File: config.mk
export PLATFORM = sky130hd
export DESIGN_NAME = dda_line_rasterizer
export DESIGN_NICKNAME = d
export VERILOG_FILES = /design/src/design/dda_pkg.sv /design/src/design/dda_line_rasterizer.sv /design/src/design/dda_axis.sv
export SDC_FILE = /design/constraint.sdc
export NUM_CORES = 1
export LEC_CHECK = 0
export CAP_MARGIN = 20
export CORE_MARGIN = 5
export CORE_UTILIZATION = 59
export DETAILED_ROUTE_END_ITERATION = 10
export DONT_BUFFER_PORTS = 1
export HOLD_SLACK_MARGIN = 0.08
export PLACE_DENSITY = 0.78
export SETUP_SLACK_MARGIN = 0.15
export SLEW_MARGIN = 20
export SYNTH_ARGS = -nofsm -noshare
export SYNTH_HDL_FRONTEND = slang
export SYNTH_SLANG_ARGS = --single-unit
export TNS_END_PERCENT = 20
File: constraint.sdc
create_clock -name clk -period 3.54 [get_ports clk]
set_input_delay 0.708 -clock clk [delete_from_list [all_inputs] [get_ports clk]]
set_output_delay 0.708 -clock clk [all_outputs]
set_load 0.02 [all_outputs]
File: src/design/dda_pkg.sv
// ----------------------------------------------------------------------------
// DDA line rasterizer package
// Shared widths, payload structs, control struct and state encoding for the
// digit-serial DDA line generator.
// ----------------------------------------------------------------------------
package dda_pkg;

    // field widths
    localparam int COORD_BITS  = 10;
    localparam int FRAC_BITS   = 16;
    localparam int COLOUR_BITS = 4;

    // serial datapath: accumulators are added one digit per cycle
    localparam int DIGIT_BITS  = 8;
    localparam int ACC_BITS    = COORD_BITS + FRAC_BITS;
    localparam int ACC_DIGITS  = (ACC_BITS + DIGIT_BITS - 1) / DIGIT_BITS;
    localparam int ACC_PAD     = ACC_DIGITS * DIGIT_BITS;

    // restoring divider: one integer bit plus one bit per fraction bit
    localparam int DIV_STEPS   = FRAC_BITS + 1;
    localparam int REM_BITS    = COORD_BITS + 1;
    localparam int CNT_BITS    = $clog2(DIV_STEPS);

    // steps left counter holds up to the longest span
    localparam int STEPS_BITS  = COORD_BITS + 1;

    // command codes
    localparam logic CMD_START = 1'b0;
    localparam logic CMD_TICK  = 1'b1;

    typedef struct packed {
        logic                   cmd;
        logic [COORD_BITS-1:0]  start_x;
        logic [COORD_BITS-1:0]  start_y;
        logic [COORD_BITS-1:0]  end_x;
        logic [COORD_BITS-1:0]  end_y;
        logic [COLOUR_BITS-1:0] colour;
    } item_t;

    typedef struct packed {
        logic [COORD_BITS-1:0]  pixel_x;
        logic [COORD_BITS-1:0]  pixel_y;
        logic [COLOUR_BITS-1:0] pixel_colour;
        logic                   last_pixel;
    } pixel_t;

    // control from the sequencer to each axis datapath
    typedef struct packed {
        logic load;
        logic div_en;
        logic div_first;
        logic add_en;
        logic add_first;
    } axis_ctrl_t;

    typedef enum logic [2:0] {
        ST_IDLE,
        ST_WAIT,
        ST_DIV,
        ST_ADD,
        ST_EMIT
    } state_t;

endpackage

File: src/design/dda_line_rasterizer.sv
// ----------------------------------------------------------------------------
// DDA line rasterizer
// Start transfer emits the first pixel on the next cycle, then, unless the
// span is zero, a bit-serial divider forms the increments; no item is taken
// meanwhile. A tick runs the digit-serial add over the accumulator digits and
// then an emit state that loads the output register once it is free; no item
// is taken until that is done. Reset (rst_n, async, active low) leaves the block idle.
// ----------------------------------------------------------------------------
module dda_line_rasterizer
    import dda_pkg::*;
(
    input  logic   clk,
    input  logic   rst_n,
    input  logic   item_valid,
    output logic   item_ready,
    input  item_t  item,
    output logic   pixel_valid,
    input  logic   pixel_ready,
    output pixel_t pixel
);

    state_t                 state_reg, state_next;
    logic [CNT_BITS-1:0]    cnt_reg, cnt_next;
    logic [COORD_BITS-1:0]  span_reg, span_next;
    logic [STEPS_BITS-1:0]  steps_reg, steps_next;
    logic [COLOUR_BITS-1:0] colour_reg, colour_next;
    logic                   out_valid_reg, out_valid_next;
    pixel_t                 out_data_reg, out_data_next;

    axis_ctrl_t             ctrl;
    logic                   out_free;
    logic                   accept;
    logic                   start_acc;
    logic                   tick_acc;
    logic                   emit;
    logic [COORD_BITS-1:0]  mag_x, mag_y, span_new;
    logic [COORD_BITS-1:0]  coord_x, coord_y;

    assign out_free  = !out_valid_reg || pixel_ready;
    assign accept    = item_valid && item_ready;
    assign start_acc = accept && (item.cmd == CMD_START);
    assign tick_acc  = accept && (item.cmd == CMD_TICK) && (state_reg == ST_WAIT);
    assign span_new  = (mag_x >= mag_y) ? mag_x : mag_y;

    // axis datapaths
    dda_axis u_axis_x (
        .clk   (clk),
        .rst_n (rst_n),
        .ctrl  (ctrl),
        .p0    (item.start_x),
        .p1    (item.end_x),
        .span  (span_reg),
        .mag   (mag_x),
        .coord (coord_x)
    );

    dda_axis u_axis_y (
        .clk   (clk),
        .rst_n (rst_n),
        .ctrl  (ctrl),
        .p0    (item.start_y),
        .p1    (item.end_y),
        .span  (span_reg),
        .mag   (mag_y),
        .coord (coord_y)
    );

    // next state
    always_comb
    begin
        state_next = state_reg;
        cnt_next   = cnt_reg;
        case (state_reg)
            ST_IDLE, ST_WAIT:
            begin
                if (start_acc)
                begin
                    state_next = (span_new == '0) ? ST_IDLE : ST_DIV;
                    cnt_next   = '0;
                end
                else if (tick_acc)
                begin
                    state_next = ST_ADD;
                    cnt_next   = '0;
                end
            end
            ST_DIV:
            begin
                if (cnt_reg == CNT_BITS'(DIV_STEPS - 1))
                begin
                    state_next = ST_WAIT;
                    cnt_next   = '0;
                end
                else
                begin
                    cnt_next = cnt_reg + 1'b1;
                end
            end
            ST_ADD:
            begin
                if (cnt_reg == CNT_BITS'(ACC_DIGITS - 1))
                begin
                    state_next = ST_EMIT;
                    cnt_next   = '0;
                end
                else
                begin
                    cnt_next = cnt_reg + 1'b1;
                end
            end
            ST_EMIT:
            begin
                if (out_free)
                begin
                    state_next = (steps_reg == '0) ? ST_IDLE : ST_WAIT;
                end
            end
            default:
            begin
                state_next = ST_IDLE;
                cnt_next   = '0;
            end
        endcase
    end

    // sequencer outputs
    always_comb
    begin
        item_ready     = 1'b0;
        emit           = 1'b0;
        ctrl           = '0;
        case (state_reg)
            ST_IDLE, ST_WAIT:
            begin
                item_ready = out_free;
                ctrl.load  = start_acc;
            end
            ST_DIV:
            begin
                ctrl.div_en    = 1'b1;
                ctrl.div_first = (cnt_reg == '0);
            end
            ST_ADD:
            begin
                ctrl.add_en    = 1'b1;
                ctrl.add_first = (cnt_reg == '0);
            end
            ST_EMIT:
            begin
                emit = out_free;
            end
            default:
            begin
                item_ready = 1'b0;
            end
        endcase
    end

    // line registers and output register
    always_comb
    begin
        span_next      = span_reg;
        steps_next     = steps_reg;
        colour_next    = colour_reg;
        out_valid_next = out_valid_reg && !pixel_ready;
        out_data_next  = out_data_reg;
        if (start_acc)
        begin
            span_next                  = span_new;
            steps_next                 = STEPS_BITS'(span_new);
            colour_next                = item.colour;
            out_valid_next             = 1'b1;
            out_data_next.pixel_x      = item.start_x;
            out_data_next.pixel_y      = item.start_y;
            out_data_next.pixel_colour = item.colour;
            out_data_next.last_pixel   = (span_new == '0);
        end
        else if (tick_acc)
        begin
            steps_next = steps_reg - 1'b1;
        end
        else if (emit)
        begin
            out_valid_next             = 1'b1;
            out_data_next.pixel_x      = coord_x;
            out_data_next.pixel_y      = coord_y;
            out_data_next.pixel_colour = colour_reg;
            out_data_next.last_pixel   = (steps_reg == '0);
        end
    end

    always_ff @(posedge clk or negedge rst_n)
    begin
        if (!rst_n)
        begin
            state_reg     <= ST_IDLE;
            cnt_reg       <= '0;
            span_reg      <= '0;
            steps_reg     <= '0;
            colour_reg    <= '0;
            out_valid_reg <= 1'b0;
            out_data_reg  <= '0;
        end
        else
        begin
            state_reg     <= state_next;
            cnt_reg       <= cnt_next;
            span_reg      <= span_next;
            steps_reg     <= steps_next;
            colour_reg    <= colour_next;
            out_valid_reg <= out_valid_next;
            out_data_reg  <= out_data_next;
        end
    end

    assign pixel_valid = out_valid_reg;
    assign pixel       = out_data_reg;

endmodule

File: src/design/dda_axis.sv
// ----------------------------------------------------------------------------
// DDA axis datapath
// One coordinate axis: bit-serial restoring divider for the increment and a
// digit-serial accumulator that adds the signed increment on each tick.
// ----------------------------------------------------------------------------
module dda_axis
    import dda_pkg::*;
(
    input  logic                  clk,
    input  logic                  rst_n,
    input  axis_ctrl_t            ctrl,
    input  logic [COORD_BITS-1:0] p0,
    input  logic [COORD_BITS-1:0] p1,
    input  logic [COORD_BITS-1:0] span,
    output logic [COORD_BITS-1:0] mag,
    output logic [COORD_BITS-1:0] coord
);

    logic [ACC_PAD-1:0]    acc_reg, acc_next;
    logic [ACC_PAD-1:0]    step_reg, step_next;
    logic                  neg_reg, neg_next;
    logic [REM_BITS-1:0]   rem_reg, rem_next;
    logic                  carry_reg, carry_next;

    logic [REM_BITS-1:0]   trial;
    logic                  fits;
    logic [DIGIT_BITS-1:0] digit_op;
    logic                  cin;
    logic [DIGIT_BITS:0]   digit_sum;

    // span magnitude and current integer position
    assign mag   = (p1 >= p0) ? (p1 - p0) : (p0 - p1);
    assign coord = acc_reg[FRAC_BITS +: COORD_BITS];

    // divider trial subtract, first step uses the magnitude itself
    assign trial = ctrl.div_first ? rem_reg : {rem_reg[REM_BITS-2:0], 1'b0};
    assign fits  = (trial >= {1'b0, span});

    // serial add, a negative step is added as inverted digits plus carry in
    assign digit_op  = step_reg[DIGIT_BITS-1:0] ^ {DIGIT_BITS{neg_reg}};
    assign cin       = ctrl.add_first ? neg_reg : carry_reg;
    assign digit_sum = {1'b0, acc_reg[DIGIT_BITS-1:0]} + {1'b0, digit_op}
                     + {{DIGIT_BITS{1'b0}}, cin};

    // next state of the axis registers
    always_comb
    begin
        acc_next   = acc_reg;
        step_next  = step_reg;
        neg_next   = neg_reg;
        rem_next   = rem_reg;
        carry_next = carry_reg;
        if (ctrl.load)
        begin
            acc_next   = ACC_PAD'(p0) << FRAC_BITS;
            step_next  = '0;
            neg_next   = (p1 < p0);
            rem_next   = {1'b0, mag};
            carry_next = 1'b0;
        end
        else if (ctrl.div_en)
        begin
            step_next = {step_reg[ACC_PAD-2:0], fits};
            rem_next  = fits ? (trial - {1'b0, span}) : trial;
        end
        else if (ctrl.add_en)
        begin
            acc_next   = {digit_sum[DIGIT_BITS-1:0], acc_reg[ACC_PAD-1:DIGIT_BITS]};
            step_next  = {step_reg[DIGIT_BITS-1:0], step_reg[ACC_PAD-1:DIGIT_BITS]};
            carry_next = digit_sum[DIGIT_BITS];
        end
    end

    // axis registers
    always_ff @(posedge clk or negedge rst_n)
    begin
        if (!rst_n)
        begin
            acc_reg   <= '0;
            step_reg  <= '0;
            neg_reg   <= 1'b0;
            rem_reg   <= '0;
            carry_reg <= 1'b0;
        end
        else
        begin
            acc_reg   <= acc_next;
            step_reg  <= step_next;
            neg_reg   <= neg_next;
            rem_reg   <= rem_next;
            carry_reg <= carry_next;
        end
    end

endmodule
==> results.md <==
- The run finished, with violations left.
- The checks that failed: hold timing, setup timing.
- The final number of max-transition violations was 0.
- The weighted congestion at the end of routability-driven global placement is 0.9508.
- The leakage component of the power is 8.256 nW.
- The most used flip-flop cell after synthesis is dfrtp_1.
- Max-cap violations in this run came to 0.
- Of the total synthesized cell area, the portion taken by full adders, half adders and majority gates is 0.09346.
- Dividing total power by cell area gives a power density of 953.4 nW/um^2.
- The root buffer cell chosen for the clock tree is clkbuf_16.
- In the routed layout, each cell is associated on average with a via count of 6.081.
- CTS built an H-tree with a depth of 1.
- The vertical extent of the die is 161.4 um.
- The peak supply drop is 0.5396 mV.
- After the flow finishes, the layout carries non-filler instances totaling 2048.
- The critical path goes through clkinv_16 -> ha_4 -> inv_2 -> fa_2 -> a21o_1 -> a221o_1 -> a211oi_2 -> buf_6 -> mux2i_2 -> xnor2_1 -> ha_1 -> nand2_1 -> o21ai_2 -> a2111oi_4 -> buf_4 -> o31ai_2 -> o2111a_1 -> a31oi_1 -> or3_1 -> o22a_1.
- After floorplanning, the core was sized to cover 22570 um^2.
- The mapped cell area is 13520 um^2.
- The top-level I/O count is 76.
- In the routed design, unresolved DRC markers number 0.
- The slowest stage cell on the critical path is or3_1.
- The number of cells produced by synthesis is 1599.
- The number of flops mapped to enable cells by yosys is 0.
- Yosys printed 0 warnings.
- Of the total synthesized cell area, the portion taken by XOR and XNOR cells is 0.03748.
- The final layout contains 1889 nets.
- Of the total synthesized cell area, the portion taken by AND, OR, NAND and NOR gates is 0.1938.
- The combinational family with the most area after synthesis is compound AO/OA/AOI/OAI gates.
- The switching share of power is 0.4329.
- On the worst path, the slowest cell contributes a delay of 0.36 ns.
- A synthesized cell averages 8.456 um^2.
- The transition time at the pin with the least slew margin is 1.009 ns.
- The area growth from synthesis to final layout is 22.43%.
- The headroom to the max-slew limit is 0.3272.
- The fraction of final layout cells with drive strength greater than 1 is 0.2110.
- The number of placed instances with taps included is 1967.
- The first TritonRoute pass finished after 5 iterations.
- The number of buffers added by the clock tree synthesis step is 24.
- The complex-gate fraction of the synthesized area is 0.1947.
- For this block, the initial DRC count from the detailed router was 1238.
- The post-synth net total is 1743.
- After synthesis, the share of flip-flops with an asynchronous set or reset is 1.000.
- Setup repair after global routing could not meet its margin everywhere.
- STA classifies the critical path startpoint as an input pin.
- Of the total power, registers draw 0.284.
- Global routing finished with a remaining overflow of 0.
- The final critical-path share of the clock period is 1.211.
- The routed design could run at a clock period as short as 4.287 ns.
- The number of nets still failing antenna checks after routing is 0.
- The die covers 26050 um^2.
- The routed wire length is 38720 um.
- The first global-routing pass estimated 61240 um of wire.
- The worst register-to-register path has a depth of 19.
- The aggregate global-route resource usage is 0.2846.
- The netlist uses 71 different library cells.
- In this run the critical register-to-register path is launched from cnt_reg[1]$_DFFE_PN0P_.
- The number of global-route vias before repair is 11905.
- Leaving out fill and tap cells, the most frequent cell in the layout is nand2_1.
- The critical setup path kind is in -> reg.
- The starting density of the core is 0.5991.
- At the later pin of the worst-skew pair, clock insertion delay measures 0.52 ns.
- In this run the horizontal extent of the chip is 161.4 um.
- The class of the most critical hold timing path is in -> async.
- The placed instances occupy a cell area of 14960 um^2.
- Setup slack on the worst reg-to-reg path comes out at 0.13 ns.
- Between clock sinks in the finished design, the worst skew comes to 0.01340 ns.
- The total vias in the final route is 12453.
- After layout, the design draws a total of 0.01578 W.
- The maximum clock rate is 233.3 MHz.
- In this run the deepest clock path goes through 3 buffers.
- At the end of the flow the core is filled with cells to 0.7334.
- The number of standard-cell rows in the floorplan is 55.
- Of all nets on the critical path, the largest fanout is 4.
- Measured against the total synthesized area, the mux share comes to 0.03544.
- At the worst endpoint, the required time is 3.94 ns.
- After routing the design area is 16550 um^2.
- The post-synthesis sequential area ratio is 0.3942.
- Entering global routing, the biggest net connects 214 pins.
- The number of antenna violations at the first check in global routing is 0.
- The cell-internal power is 0.008951 W.
- Synthesis inferred 213 register bits.
- The HPWL after detailed placement is 26050 um.
- The share of power burned in combinational logic is 0.558.
- The arrival time of data at the critical path endpoint is 4.69 ns.
- Setup slack on the critical path of the routed design comes to -0.7470 ns.
- The share of total power in the clock network is 0.158.
- The worst register-to-register path ends at u_axis_y.rem_reg[7]$_DFFE_PN0P_.
- Clock-pin slew was measured on the worst setup and hold paths at 0.06 ns.
- In the final routed layout, each cell accounts on average for 18.91 um.
- Setup violations remaining at the end of the flow were counted as 22.
- The total net switching power is 0.006832 W.
- Leaving out fill and tap cells, the most frequent cells in the layout are nand2_1, dfrtp_1, buf_4.
- On the final layout, the worst hold slack is -0.08832 ns.
- The number of hold-slack violations in the final timing report is 106.
- The CTS tree is done.
- The number of inserted diodes is 0.
- STA classifies the critical path endpoint as a flop.
- The number of buffers added on ports is 0.
- The number of clock sinks is 213.
## metal layers
metal | wire length, um | vias up | part of all wire | global-route usage
met5 | 0 | - | 0 | 0
met4 | 1749 | 0 | 0.045 | 0.1051
met3 | 2548 | 99 | 0.066 | 0.04261
met2 | 17650 | 453 | 0.46 | 0.4553
met1 | 16770 | 6019 | 0.43 | 0.3957
li1 | - | 5882 | - | -
## power groups by stage
stage | logic (W) | clock network (W) | registers, W
CTS | 0.00820 | 0.00251 | 0.00445
detailed placement | 0.00776 | 0 | 0.00447
finish | 0.00881 | 0.00249 | 0.00448
global placement | 0.00747 | 0 | 0.00444
floorplan | 0.00559 | 0 | 0.00418
global route | 0.00970 | 0.00262 | 0.00460
## kinds of logic after synthesis
family	after synthesis
and+or+nand+nor	571
AOI/OAI and AO/OA	440
DFF	213
buffers and inverters	177
adders and majority gates	95
xor gates and xnor gates	57
muxes	46
## through the flow
stage	worst slack [ns]	setup TNS, ns
after detailed placement	-1.261	-24.77
after global routing	-0.8298	-12.55
after CTS	-0.5977	-8.034
after global placement	-1.155	-20.44
after floorplan	-1.003	-16.91
final	-0.7470	-11.23
## area by class of cell
| type | count | area (um^2) |
|---|---|---|
| multi-input combinational | 1209 | 7981 |
| inverter | 80 | 326.6 |
| fill | 1575 | 6017 |
| tap | 285 | 356.6 |
| clock inverter | 9 | 76.32 |
| timing repair buffer | 217 | 1760 |
| sequential | 213 | 5330 |
| clock buffer | 35 | 723.2 |
## synthesized netlist by cell type (5+ instances only)
cell type / n / area [um^2]
nand2_1: 273 / 1025
dfrtp_1: 213 / 5330
a21oi_1: 150 / 750.7
o21ai_0: 136 / 680.7
ha_1: 85 / 1064
nor2_1: 84 / 315.3
inv_1: 80 / 300.3
clkbuf_1: 76 / 285.3
and3_1: 71 / 444.2
nand3_1: 59 / 295.3
a21o_1: 34 / 255.2
mux2i_1: 33 / 330.3
xnor2_1: 29 / 254.0
xor2_1: 27 / 236.5
a31oi_1: 22 / 137.6
nor2b_1: 15 / 93.84
a221o_1: 13 / 130.1
nor3_1: 13 / 65.06
o221ai_1: 13 / 113.9
nand2b_1: 12 / 75.07
mux2_2: 11 / 123.9
buf_1: 10 / 37.54
fa_1: 10 / 200.2
buf_2: 8 / 40.04
o21a_1: 8 / 60.06
a22oi_1: 7 / 52.55
and2_1: 7 / 43.79
o211ai_1: 7 / 52.55
o21ai_1: 7 / 35.03
nand4_1: 6 / 37.54
o31ai_1: 6 / 45.04
or3_1: 6 / 37.54
nand3b_1: 5 / 37.54
## worst max-delay path by stage
| stage | end | slack [ns] | cells past startpoint | start |
|---|---|---|---|---|
| after detailed placement | state_reg[1]$_DFFE_PN0P_ | -1.26 | 19 | item[14] |
| after floorplan | state_reg[1]$_DFFE_PN0P_ | -1.00 | 20 | item[14] |
| after global routing | state_reg[1]$_DFFE_PN0P_ | -0.83 | 20 | item[14] |
| after CTS | span_reg[3]$_DFFE_PN0P_ | -0.60 | 26 | item[14] |
| final | state_reg[1]$_DFFE_PN0P_ | -0.75 | 20 | item[14] |
| after global placement | state_reg[1]$_DFFE_PN0P_ | -1.15 | 19 | item[14] |
## worst max-delay path: cells and delay by family
family          cells  cell delay [ns]
simple gates        2             0.44
buf+inv             4             0.39
fa+ha+maj           3             0.75
mux                 1             0.23
xor+xnor            1             0.13
compound gates      9             2.01
## timing repair
action	CTS	global route
pin swaps	22	14
endpoints found under the hold margin	213	213
setup endpoints to repair	46	51
setup buffers	28	9
resized for setup	50	80
Power figures use the tool's default switching activity.
